File: src/design/assert_macros.svh
// Assertion macros shared by the arc counter and the top-level design files
`ifndef ASSERT_MACROS_SVH
`define ASSERT_MACROS_SVH
`ifndef ASSERT_OFF
`define CHK_ASSERT(lbl, clk, rst, prop) \
  lbl: assert property (@(posedge clk) disable iff (rst) prop) \
    else $error("check failed");
`define CHK_ASSERT_ALWAYS(lbl, clk, prop) \
  lbl: assert property (@(posedge clk) prop) \
    else $error("check failed");
`else
`define CHK_ASSERT(lbl, clk, rst, prop)
`define CHK_ASSERT_ALWAYS(lbl, clk, prop)
`endif
`endif

File: src/design/tdmf_pkg.sv
// Constants, types and mode codes of the table-driven Mealy machine
`timescale 1ns / 1ps
package tdmf_pkg;

  localparam int NUM_STATES  = 16;
  localparam int NUM_SYMBOLS = 16;
  localparam int VALUE_WIDTH = 16;

  localparam int STATE_W = $clog2(NUM_STATES);
  localparam int SYM_W   = $clog2(NUM_SYMBOLS);
  localparam int ADDR_W  = STATE_W + SYM_W;
  localparam int DEPTH   = NUM_STATES * NUM_SYMBOLS;
  localparam int CNT_W   = $clog2(NUM_SYMBOLS + 1);

  localparam logic signed [4:0]             NO_STATE = -5'sd1;
  localparam logic signed [VALUE_WIDTH-1:0] NO_VALUE = '1;

  typedef enum logic [1:0] {
    MODE_STEP      = 2'd0,
    MODE_SET_ARC   = 2'd1,
    MODE_SET_STATE = 2'd2,
    MODE_QUERY     = 2'd3
  } mode_t;

  typedef struct packed {
    logic en;
    logic remove;
  } arc_wr_t;

endpackage

File: src/design/tdmf_arc_count.sv
// Per-state outgoing arc counters and the no-arc lookup
`timescale 1ns / 1ps
`include "assert_macros.svh"
module tdmf_arc_count (
  input  logic                         clk,
  input  logic                         rst,
  input  tdmf_pkg::arc_wr_t            wr,
  input  logic                         had,
  input  logic [tdmf_pkg::STATE_W-1:0] wr_state,
  input  logic [tdmf_pkg::STATE_W-1:0] q_state,
  output logic                         q_zero
);

  logic [tdmf_pkg::CNT_W-1:0] cnt [tdmf_pkg::NUM_STATES];

  always_ff @(posedge clk) begin
    if (rst) begin
      for (int i = 0; i < tdmf_pkg::NUM_STATES; i++) begin
        cnt[i] <= '0;
      end
    end else if (wr.en) begin
      if (wr.remove && had) begin
        cnt[wr_state] <= cnt[wr_state] - tdmf_pkg::CNT_W'(1);
      end else if (!wr.remove && !had) begin
        cnt[wr_state] <= cnt[wr_state] + tdmf_pkg::CNT_W'(1);
      end
    end
  end

  assign q_zero = (cnt[q_state] == '0);

  `CHK_ASSERT(a_remove_has_count, clk, rst, wr.en && wr.remove && had |-> cnt[wr_state] != '0)
  `CHK_ASSERT(a_add_below_full, clk, rst, wr.en && !wr.remove && !had |-> cnt[wr_state] != tdmf_pkg::CNT_W'(tdmf_pkg::NUM_SYMBOLS))

endmodule

File: config.mk
export PLATFORM = sky130hd
export DESIGN_NAME = tdmf_arc_count
export DESIGN_NICKNAME = d
export VERILOG_FILES = /design/src/design/tdmf_pkg.sv /design/src/design/tdmf_arc_count.sv
export VERILOG_INCLUDE_DIRS = /design/src /design/src/design
export SDC_FILE = /design/constraint.sdc
export NUM_CORES = 1
export LEC_CHECK = 0
export ABC_CLOCK_PERIOD_IN_PS = 7800
export CAP_MARGIN = 20
export CORE_MARGIN = 4
export CORE_UTILIZATION = 50
export CTS_CLUSTER_DIAMETER = 40
export DETAILED_ROUTE_END_ITERATION = 6
export DONT_BUFFER_PORTS = 1
export PLACE_DENSITY = 0.69
export SLEW_MARGIN = 20
export SYNTH_ARGS = -nofsm -noshare
export SYNTH_HDL_FRONTEND = slang
export SYNTH_SLANG_ARGS = --single-unit
File: constraint.sdc
create_clock -name clk -period 7.8 [get_ports clk]
set_input_delay 1.56 -clock clk [delete_from_list [all_inputs] [get_ports clk]]
set_output_delay 1.56 -clock clk [all_outputs]
set_load 0.03 [all_outputs]
Word-level counts from Yosys, hierarchy flattened
Memories as Yosys holds them, arrays and structs flattened.
Index checks and enable logic that the tools add are counted.

word-level totals
  flip-flop bits (word level) = 0
  memory bits (writable) = 80
  bits of input ports = 13
  output and inout port bits = 1
  word-level logic and storage cells = 25
  memories = 1

operators by class
  $add $sub $neg = 2
  muxes and demuxes = 15
  bitwise operators = 1
  reduce and logical (&&, ||, !) cells = 6

memories
  memory  depth  bits a word  read ports  clocked after memory_dff  wr ports  line                  RTL
  cnt     16     5            2           0                         16        tdmf_arc_count.sv:14  logic [tdmf_pkg::CNT_W-1:0] cnt [tdmf_pkg::NUM_STATES];

operator list
  operator                                           count
  two-way mux 1 bit                                  12
  two-way mux 5 bit                                  2
  adder 5 x 1 -> 5 bit (second input constant)       1
  zero test 5 bit                                    1
  OR reduction 5 bit                                 1
  subtractor 5 x 1 -> 5 bit (second input constant)  1
  two-way mux 4 bit                                  1
  logical AND 1 bit                                  2
  zero test 1 bit                                    2
  bitwise OR 1 bit                                   1

Depth between registers and ports, before layout
Gate-level depths: netlist (run 1).

  word-level depth = 10
  gate-level depth with buffers = 14
  depth with buffers taken out = 10

Worst setup path before layout (run 1)
Ideal clock, no wire load.

  path kind = input to register
  from = input port wr_state[0] (netlist bit)
  to = memory cnt[10][4] (netlist bit) (data pin)
  library setup time = 265 ps
  arrival = 4,774 ps
  data required time = 7,535 ps
  path slack = 2,761 ps
  cell stages on the path = 11
  buffers on the path = 3
  cell sequence = buf_2 clkbuf_1 mux4_2 mux4_2 ha_1 a21o_1 a21oi_1 xnor2_1 xnor2_1 clkbuf_1 nor2_1

RTL lines
  item                line                  RTL
  start: declaration  tdmf_arc_count.sv:9   input logic [tdmf_pkg::STATE_W-1:0] wr_state,
  end: declaration    tdmf_arc_count.sv:14

Worst setup path in the final report (run 1)
  from = input port q_state[3] (netlist bit)
  to = output port q_zero

on the way
  cells in the longest elaborated chain, start to end = 2

RTL lines
  item                 line                  RTL
  start: declaration   tdmf_arc_count.sv:10  input logic [tdmf_pkg::STATE_W-1:0] q_state,
  memory (16 x 5 bit)  n/a
  zero test 5 bit      tdmf_arc_count.sv:30  assign q_zero = (cnt[q_state] == '0);
  end: declaration     tdmf_arc_count.sv:11  output logic q_zero

No other way between the ends.

==> summary.md, run 1 <==
| Metric | Value |
|---|---|
| Outcome | completed |
| Number of DRC markers in iteration 0 | 209 |
| Syn Nets | 326 |
| Final setup viols | 0 |
| Routed WL | 9.512 mm |
| Crit path from | q_state[3] |
| Fin nets | 322 |
| DR WL/cell | 23.20 um |
| I/O pin total | 14 |
| Synth area leaders | edfxtp_1 60%, mux4_2 12%, nor2_1 8.5% |
| Arrival @ worst endpoint | 2.82 ns |
| Adder-Cell Fraction of Synth Area | 1.433% |
| Post-synthesis mux area share | 14.29% |
| H-Tree Level Count | 3 |
| CTS sink count | 80 |
| Initial core utilization | 51.72% |
| Number of buffers created by CTS | 9 |
| Worst IR Drop VDD | 0.1479 mV |
| CP Capture Type | primary output |
| Pwr Total | 0.9836 mW |
| Vias/cell | 6.173 |
| 1st-pass router iterations | 4 |
| Fin area | 4295 um^2 |
| Area leader, netlist | edfxtp_1 |
| Slew headroom | 34.21% |
| RSZ-0062 raised after global routing | false |
| First-pass GRT wire length | 14.92 mm |
| Final period util | 56.11% |
| Crit path required time | 6.24 ns |
| Yosys cell types | 32 |
| Average instance area after synthesis | 13.00 um^2 |
| TritonCTS clock tree | built |
| Clock-pin slew on the worst setup and hold paths | 0.08 ns |
| Most frequent cells in the layout | 91 x nor2_1, 80 x edfxtp_1, 22 x mux4_2, 17 x nand2b_1 |
| Synth Area in XOR/XNOR | 1.277% |
| Core area | 7767 um^2 |
| Synth-to-layout area growth | 6.914% |
| Worst min path class | reg -> reg |
| WS Path Type | in -> out |
| PD cells | 229.0 nW/um^2 |
| Largest net degree at the start of global routing | 21 |
| Sequential-to-total area share from yosys stat | 59.79% |
| Total Routing Usage GR | 20.98% |
| Hpwl dp | 6.820 mm |
| Total number of vias | 2531 |
| Worst-margin pin slew | 0.9778 ns |
| Max Cap Violations | 0 |
| Dpl cell area | 4073 um^2 |
| Final Skew | 0.009085 ns |
| R2R Path Start | cnt[9][0]$_SDFFCE_PN0P_ |
| Worst Setup Start Kind | input pin |
| CP Max Fanout | 16 |
| Placer Congestion | 0.8484 |
| I/O Buffers | 0 |
| Setup TNS | 0 ns |
| Die Height | 97.64 um |
| Clock Path Buffers | 2 |
| Max FFs per register | 80 |
| Fmax | 228.5 MHz |
| Layout cells sized above 1 | 12.99% |
| Ant. Diodes | 0 |
| Initial antenna violation count | 0 |
| Most common cell after layout, fill and taps aside | nor2_1 |
| CTS resizes | 0 |
| Minimum clock period | 4.376 ns |
| Die area | 9534 um^2 |
| Main combinational cell family by area after synthesis | simple AND/OR/NAND/NOR gates |
| Synth warn | 0 |
| Vias in the first global route | 2704 |
| Setup WS pre-CTS | 3.280 ns |
| Synth Area in Compound Gates | 3.177% |
| Worst Min Path Start | cnt[15][4]$_SDFFCE_PN0P_ |
| Post-CTS Setup Bufs | 0 |
| Post-synth top area share | 59.79% |
| Final Hold Fails | 0 |
| Die W | 97.64 um |
| Leakage power | 1.514 nW |
| Global route overflow | 0 |
| Mapped Cells | 309 |
| Slack of the critical path | 3.424 ns |
| Post-route ant nets | 0 |
| CTS root buf | clkbuf_8 |
| Remaining DRCs | 0 |
| Largest registers | cnt (80) |
| # rows | 32 |
| Simple logic cell fraction of the synthesized area | 17.38% |
| Fin. max-slew vios | 0 |
| Synthesized area | 4018 um^2 |
| Yosys reg bits | 80 |
| Reg with most FFs | cnt |
| Hold Buf Count CTS | 0 |
| Clk_lat worst skew | 0.35 ns |
==> stage by stage <==
stage / util (%) / instances / hold WS [ns]
3_3_place_gp: 52.43 / 396 / 1.280
6_report: 55.30 / 410 / 1.336
2_1_floorplan: - / 309 / 1.055
3_5_place_dp: 52.43 / 396 / 1.309
4_1_cts: 55.30 / 410 / 1.322
5_1_grt: 55.30 / 410 / 1.374
==> logic make-up after synthesis <==
family                     Yosys count
and+or+nand+nor                    155
DFF                                 80
muxes                               25
buffers and inverters               22
AOI/OAI and AO/OA                   18
xor gates and xnor gates             5
adders and majority gates            4
==> layer usage <==
metal | vias to the layer above | part of all wire, % | GRT usage, %
li1 | 1143 | - | -
met1 | 1275 | 41 | 27.12
met2 | 94 | 49 | 33.00
met3 | 19 | 7.9 | 5.528
met4 | 0 | 2.1 | 10.12
met5 | - | 0 | 0
==> cell usage after synthesis <==
| cell type | n |
|---|---|
| a211oi_1 | 2 |
| a21o_1 | 2 |
| a21oi_1 | 5 |
| a21oi_2 | 1 |
| a221oi_1 | 1 |
| a311o_1 | 1 |
| a311oi_1 | 2 |
| a31oi_1 | 3 |
| buf_1 | 1 |
| buf_2 | 1 |
| buf_6 | 3 |
| clkbuf_1 | 12 |
| edfxtp_1 | 80 |
| fa_1 | 1 |
| ha_1 | 3 |
| inv_1 | 5 |
| mux4_1 | 3 |
| mux4_2 | 22 |
| nand2_1 | 13 |
| nand2b_1 | 17 |
| nand3_1 | 5 |
| nand3b_1 | 1 |
| nor2_1 | 91 |
| nor2_2 | 1 |
| nor2b_1 | 2 |
| nor3_1 | 13 |
| nor4_1 | 4 |
| o311ai_0 | 1 |
| or4_1 | 8 |
| xnor2_1 | 2 |
| xor2_1 | 2 |
| xor2_2 | 1 |
==> final cells by class <==
cell class,instances,area (um^2)
Fill cell,661,3472
Clock buffer,10,127.6
Inverter,5,18.77
Sequential cell,80,2402
Timing Repair Buffer,2,15.01
Tap cell,102,127.6
Multi-Input combinational cell,207,1509
Clock inverter,4,95.09
==> path summary, 6_finish.rpt <==
kind / end / slack, ns / depth (start not counted)
worst max register to register: cnt[0][4]$_SDFFCE_PN0P_ / 4.43 / 11
worst min register to register: cnt[3][4]$_SDFFCE_PN0P_ / 1.34 / 5
worst max-delay path: q_zero / 3.42 / 5
worst min-delay path: cnt[3][4]$_SDFFCE_PN0P_ / 1.34 / 5
==> worst max-delay path, stage by stage <==
cell and delay [ns]:
nor3_1 0.23, a31oi_1 0.08, a211oi_1 0.28, a311oi_1 0.08
a21oi_1 0.59
==> report_power, final <==
| group | switching (mW) | internal [mW] |
|---|---|---|
| Sequential | 0.0110 | 0.489 |
| Combinational | 0.0860 | 0.0451 |
| Clock | 0.144 | 0.209 |
No activity file was read; power rests on OpenSTA's default activity.
==> run 2: changes to the inputs <==
ABC_CLOCK_PERIOD_IN_PS = 4400   (was 7800)
clock period = 4.4 ns   (was 7.8 ns; I/O delays follow)
==> summary.md, run 2 (same netlist as run 1, synthesis figures left out) <==
| Metric | Value |
|---|---|
| Max FFs per register | 80 |
| Hold Buf Count CTS | 0 |
| Max Cap Violations | 0 |
| Die area | 9534 um^2 |
| Clock Path Buffers | 2 |
| Crit path required time | 3.52 ns |
| Register Area | 2402 um^2 |
| CP Capture Type | primary output |
| Worst IR Drop VDD | 0.1352 mV |
| Vias/cell | 6.300 |
| Post-CTS Setup Bufs | 0 |
| Finished Layout Cells | 413 |
| Most frequent cells in the layout | 91 x nor2_1, 80 x edfxtp_1, 22 x mux4_2, 17 x nand2b_1 |
| Critical Path Max Stage Delay | 0.56 ns |
| Final Hold Fails | 0 |
| Fmax | 283.9 MHz |
| Fin. max-slew vios | 0 |
| Number of DRC markers in iteration 0 | 204 |
| Most common cell after layout, fill and taps aside | nor2_1 |
| 1st-pass router iterations | 7 |
| Worst min path class | in -> reg |
| DR WL/cell | 22.94 um |
| Final setup viols | 0 |
| Ant. Diodes | 0 |
| TritonCTS clock tree | built |
| Synth-to-layout area growth | 6.260% |
| Clock-pin slew on the worst setup and hold paths | 0.08 ns |
| RSZ-0062 raised after global routing | false |
| Worst-margin pin slew | 1.080 ns |
| Layout cells sized above 1 | 13.50% |
| Gr busiest metal | met2 |
| H-Tree Level Count | 3 |
| Setup WS pre-CTS | 0.6557 ns |
| Largest net degree at the start of global routing | 21 |
| Buf/Inv on CP | 0 |
| First-pass GRT wire length | 14.96 mm |
| Initial core utilization | 51.72% |
| CP max-delay cell | a21oi_1 |
| Global route overflow | 0 |
| Clk_lat worst skew | 0.36 ns |
| Hpwl dp | 6.863 mm |
| Leakage power | 1.493 nW |
| Final Skew | 0.008479 ns |
| Post-route ant nets | 0 |
| Vias in the first global route | 2689 |
| Slack of the critical path | 0.8774 ns |
| Arrival @ worst endpoint | 2.64 ns |
| I/O pin total | 14 |
| Largest registers | cnt (80) |
| CTS sink count | 80 |
| Hold_ws | 0.8835 ns |
| Placer Congestion | 0.8998 |
| Total number of vias | 2602 |
| CP delay by family, top | compound AO/OA/AOI/OAI gates |
| Outcome | completed |
| Cell count after placement | 397 |
| Final Util | 54.96% |
| Die W | 97.64 um |
| Area of the multi-input gates | 1509 um^2 |
| GR Util met1 | 25.60% |
| # rows | 32 |
| CTS root buf | clkbuf_8 |
| CTS resizes | 0 |
| Total Routing Usage GR | 20.91% |
| Initial antenna violation count | 0 |
| Setup TNS | 0 ns |
| Most used cell, CP | a311oi_1 |
| I/O Buffers | 0 |
| Fillers | 653 |
| Final period util | 80.06% |
| Fin nets | 323 |
| Slew headroom | 27.32% |
| Number of buffers created by CTS | 9 |
| Fin area | 4269 um^2 |
| Die Height | 97.64 um |
| Routed WL | 9.476 mm |
| Minimum clock period | 3.523 ns |
| Pwr Total | 1.651 mW |
| Reg with most FFs | cnt |
| WS Path Type | reg -> out |
| GR Util met3 | 6.963% |
| Remaining DRCs | 0 |
| Worst-path cell chain | or4_1 -> nor3_1 -> a311oi_1 -> a211oi_1 -> a311oi_1 -> a21oi_1 |
| Core area | 7767 um^2 |
| Met2 Use GR | 33.42% |
| PD cells | 386.8 nW/um^2 |
| Dpl cell area | 4080 um^2 |
| CP Max Fanout | 2 |
| Worst Setup Start Kind | flop |
-- run 2: changes by cell type in the layout (fill, tap and decap cells not counted), sizes merged --
cell      delta
clkbuf       +1
buf          +1
bufinv       -2
clkinvlp     +3
-- run 2: worst register-to-register path, stage by stage (launching register included) --
cell and delay, ns:
edfxtp_1 0.44, mux4_1 0.51, mux4_2 0.70, inv_1 0.15
fa_1 0.21, inv_1 0.05, a21o_1 0.17, a21oi_1 0.17
xnor2_1 0.16, xnor2_1 0.14, buf_4 0.26, nor2_1 0.08
-- run 2: layout make-up --
| cell class | instances | share of cell area (%) |
|---|---|---|
| multi-input combinational | 207 | 35.35 |
| inverter | 5 | 0.4396 |
| sequential | 80 | 56.27 |
| tap | 102 | 2.989 |
| clock buffer | 11 | 3.077 |
| clock inverter | 5 | 1.348 |
| timing repair buffer | 3 | 0.5276 |
-- run 2: layer usage --
layer	part of all wire [%]	up-vias	wire, um
li1	-	1148	-
met1	39	1307	3658
met2	49	118	4618
met3	9.1	29	861
met4	3.5	0	336
met5	0	-	0
-- run 2: path summary, 6_finish.rpt --
check	to	slack [ns]	startpoint	cells past startpoint
hold / removal	cnt[14][3]$_SDFFCE_PN0P_	0.88	rst	1
setup reg to reg	cnt[5][4]$_SDFFCE_PN0P_	1.12	cnt[1][0]$_SDFFCE_PN0P_	11
hold reg to reg	cnt[15][4]$_SDFFCE_PN0P_	1.30	cnt[3][4]$_SDFFCE_PN0P_	5
setup / recovery	q_zero	0.88	cnt[0][3]$_SDFFCE_PN0P_	6
-- run 2: power by group --
part           total [mW]  switching (mW)  leakage (nW)  internal, mW
clock network       0.528           0.267        0.0856         0.261
registers           0.886          0.0190         0.826         0.867
logic               0.237           0.153         0.581        0.0842
